### config.mk
export PLATFORM = sky130hd
export DESIGN_NAME = ipfr_ram
export DESIGN_NICKNAME = d
export VERILOG_FILES = /design/src/sv/ipfr_ram.sv
export SDC_FILE = /design/constraint.sdc
export NUM_CORES = 1
export LEC_CHECK = 0
export BUFFER_PORTS_ARGS = -buffer_cell sky130_fd_sc_hd__clkbuf_2
export CORE_ASPECT_RATIO = 1.5
export CORE_MARGIN = 2
export CORE_UTILIZATION = 30
export CTS_BUF_LIST = sky130_fd_sc_hd__clkbuf_8
export CTS_CLUSTER_SIZE = 8
export DETAILED_ROUTE_END_ITERATION = 8
export SLEW_MARGIN = 15
export SYNTH_ARGS = -nofsm -noshare
export SYNTH_HDL_FRONTEND = slang
export SYNTH_SLANG_ARGS = --single-unit
### constraint.sdc
create_clock -name clk -period 2.35 [get_ports clk]
set_clock_uncertainty 0.05 [all_clocks]
set_input_delay 0.47 -clock clk [delete_from_list [all_inputs] [get_ports clk]]
set_output_delay 0.47 -clock clk [all_outputs]
set_load 0.01 [all_outputs]
### src/sv/ipfr_ram.sv
module ipfr_ram #(
    parameter int WIDTH = 8,
    parameter int DEPTH = 16
) (
    input  logic                     clk,
    input  logic                     we,
    input  logic [$clog2(DEPTH)-1:0] waddr,
    input  logic [WIDTH-1:0]         wdata,
    input  logic [$clog2(DEPTH)-1:0] raddr,
    output logic [WIDTH-1:0]         rdata
);
    logic [WIDTH-1:0] mem [DEPTH];

    always_ff @(posedge clk)
    begin
        if (we)
        begin
            mem[waddr] <= wdata;
        end
        rdata <= mem[raddr];
    end
endmodule

==> flow_summary.yaml <==
outcome:
  status: "complete, no violations"
timing:
  period_share: 0.667
  slew_violations: 0
  timing.hold.ws_ps: 424
  fmax_mhz: 638
  rsz0062_at_grt: "false"
  tightest_slew_ps: 469
  report.final.hold_viol_count: 0
  slew_headroom: 0.686
  setup_viol: 0
  fin_tns_setup_ps: 0
  min_period_ps: 1570
critical_path:
  arrival_ps: 1820
  critical_path.max_fanout: 32
  crit_slowest_cell: "mux4_1"
  crit_start: "raddr[0]"
  endpoint_kind: "register"
  rr_startpoint: "mem[1][0]"
  path_class: "in2reg"
  crit_chain: "clkbuf_2 > buf_12 > mux4_1 > a22oi_1 > nand2_1"
  slowest_delay_ps: 620
  required_ps: 2600
  path_delay_family: "multiplexers"
  crit_buf_inv: 2
  critPathLaunchType: "input pin"
power:
  pwr_density_cell_nw_per_um2: 820
  ir_drop_v: 0.000327
  pwr-share-comb: 0.051
  swShare: 0.201
  internal_power_uw: 3960
  switchingPower_uw: 996
  p_clk_frac: 0.398
  seqPwrFrac: 0.550
  p_leak_uw: 0.00202
global_routing:
  grt_max_degree: 33
  grt_pass1_wl_mm: 15.0
  grt_pass1_vias: 2572
  track_usage: 0.113
  antenna_found_initial: 0
  overflow: 0
hold_path:
  hold_class: "in2reg"
  hp-start: "wdata[4]"
cts:
  cts-buffers-inserted: 17
  cts.clk_slew.worst_paths_ps: 70
  cts_root_buf: "clkbuf_8"
  clk_path_buf_depth: 2
  cts.sinks: 136
  post_cts_buffers: 0
  tritoncts: "yes"
  hold_buffers: 0
  cts_resized: 0
  h-tree-depth: 4
  insertion_delay_ps: 420
yosys:
  synth_area_leaders: "edfxtp_1 (75%), mux4_2 (7.9%), mux4_1 (7.1%)"
  syn_inst: 229
  syn_avg_cell_area_um2: 22.5
  synth_fp_nets: 247
  synth_top_area_share: 0.747
  ys_seq_area_frac: 0.778
  post-synth-top-area-cell: "edfxtp_1"
  ys_seq_elements: 136
  syn_area_um2: 5150
  ys_async_sr_fraction: 0
  synthFlopType: "edfxtp_1"
  synthDistinctLibCells: 19
  yosysWarnings: 0
  synth_edf_count: 128
final_layout:
  area_growth_pct: 17.4
  drive_above_1_share: 0.318
  mostFrequentLayoutCells: "edfxtp_1 (128), clkbuf_2 (25), mux4_2 (18), buf_4 (18), clkbuf_8 (17)"
  nFillCells: 1545
  n_antenna_cell: 0
  fin_nets: 301
  fin_cells: 506
  utilization: 0.361
  final_common_cell: "edfxtp_1"
route:
  drt-pass1-iter-count: 4
  wl_mm: 9.73
  drc: 0
  vias: 2384
  wl_per_cell_um: 19.2
  antenna_left: 0
  detail_route.vias_per_cell: 4.71
  drt_iter0_markers: 156
job:
  cap_violations: 0
place:
  place_inst: 474
  dp_hpwl_mm: 6.58
  port-buffer-count: 25
  gp_routability_congestion: 0.680
floorplan:
  rows: 58
  fp.dieW_um: 111
  die_h_um: 164
  io_pins: 26
  initial_core_util: 0.307
  core_um2: 16800
  die_area_um2: 18200
-- per-layer routing --
| metal | wire (µm) | global-route usage | part of all wire | vias up |
|---|---|---|---|---|
| met5 | 0 | 0 | 0 | - |
| met4 | 129 | 0.0455 | 0.013 | 0 |
| met3 | 333 | 0.0294 | 0.034 | 8 |
| met2 | 5450 | 0.210 | 0.56 | 50 |
| met1 | 3820 | 0.124 | 0.39 | 1247 |
| li1 | - | - | - | 1079 |
-- power by group through the flow --
stage	Sequential [µW]	Clock, µW	Combinational [µW]
floorplan	2780	0	138
global placement	2780	0	251
detailed placement	2780	0	261
CTS	2730	2030	261
global route	2730	2130	280
finish	2730	1970	255
-- stage by stage --
| step | setup slack (ps) | total power, µW | area [µm²] |
|---|---|---|---|
| detailed placement | 313 | 3040 | 5620 |
| finish | 783 | 4950 | 6040 |
| global route | 694 | 5140 | 6040 |
| CTS | 786 | 5020 | 6040 |
| global placement | 322 | 3030 | 5620 |
| floorplan | 337 | 2920 | 5150 |
-- layout make-up --
class / instances / area [µm²] / area share
flip-flops and latches: 136 / 4000 / 0.663
multi-input cells: 83 / 1060 / 0.175
repair buffers: 45 / 300 / 0.0497
well taps: 210 / 263 / 0.0435
clock buffers: 17 / 234 / 0.0387
clock inverters: 15 / 185 / 0.0306
-- registers in the layout (all words and copies together), names as in the netlist --
| register | cells |
|---|---|
| rdata | 8 |
| mem | 128 |
-- final timing paths --
check	endpoint	slack, ps	depth (start not counted)
worst min-delay path	mem[9][4]	420	1
worst min register to register	rdata[2]	630	3
worst max-delay path	rdata[5]	780	5
worst max register to register	rdata[0]	950	3
-- synthesized netlist by cell type (all sizes together) (2+ instances only) --
master and number:
a22oi 16, buf 7, clkdlybuf4s25 3, dfxtp 8, edfxtp 128, mux4 32
nand2 9, nand2b 2, nand3b 2, nor2 13, nor3 4
-- kinds of logic after synthesis --
logic type | share of synthesized area
AO/OA/AOI/OAI | 0.0233
buffers and inverters | 0.0168
flip-flops | 0.778
multiplexers | 0.150
AND/OR/NAND/NOR | 0.0318
(Power assumes the default switching activity.)
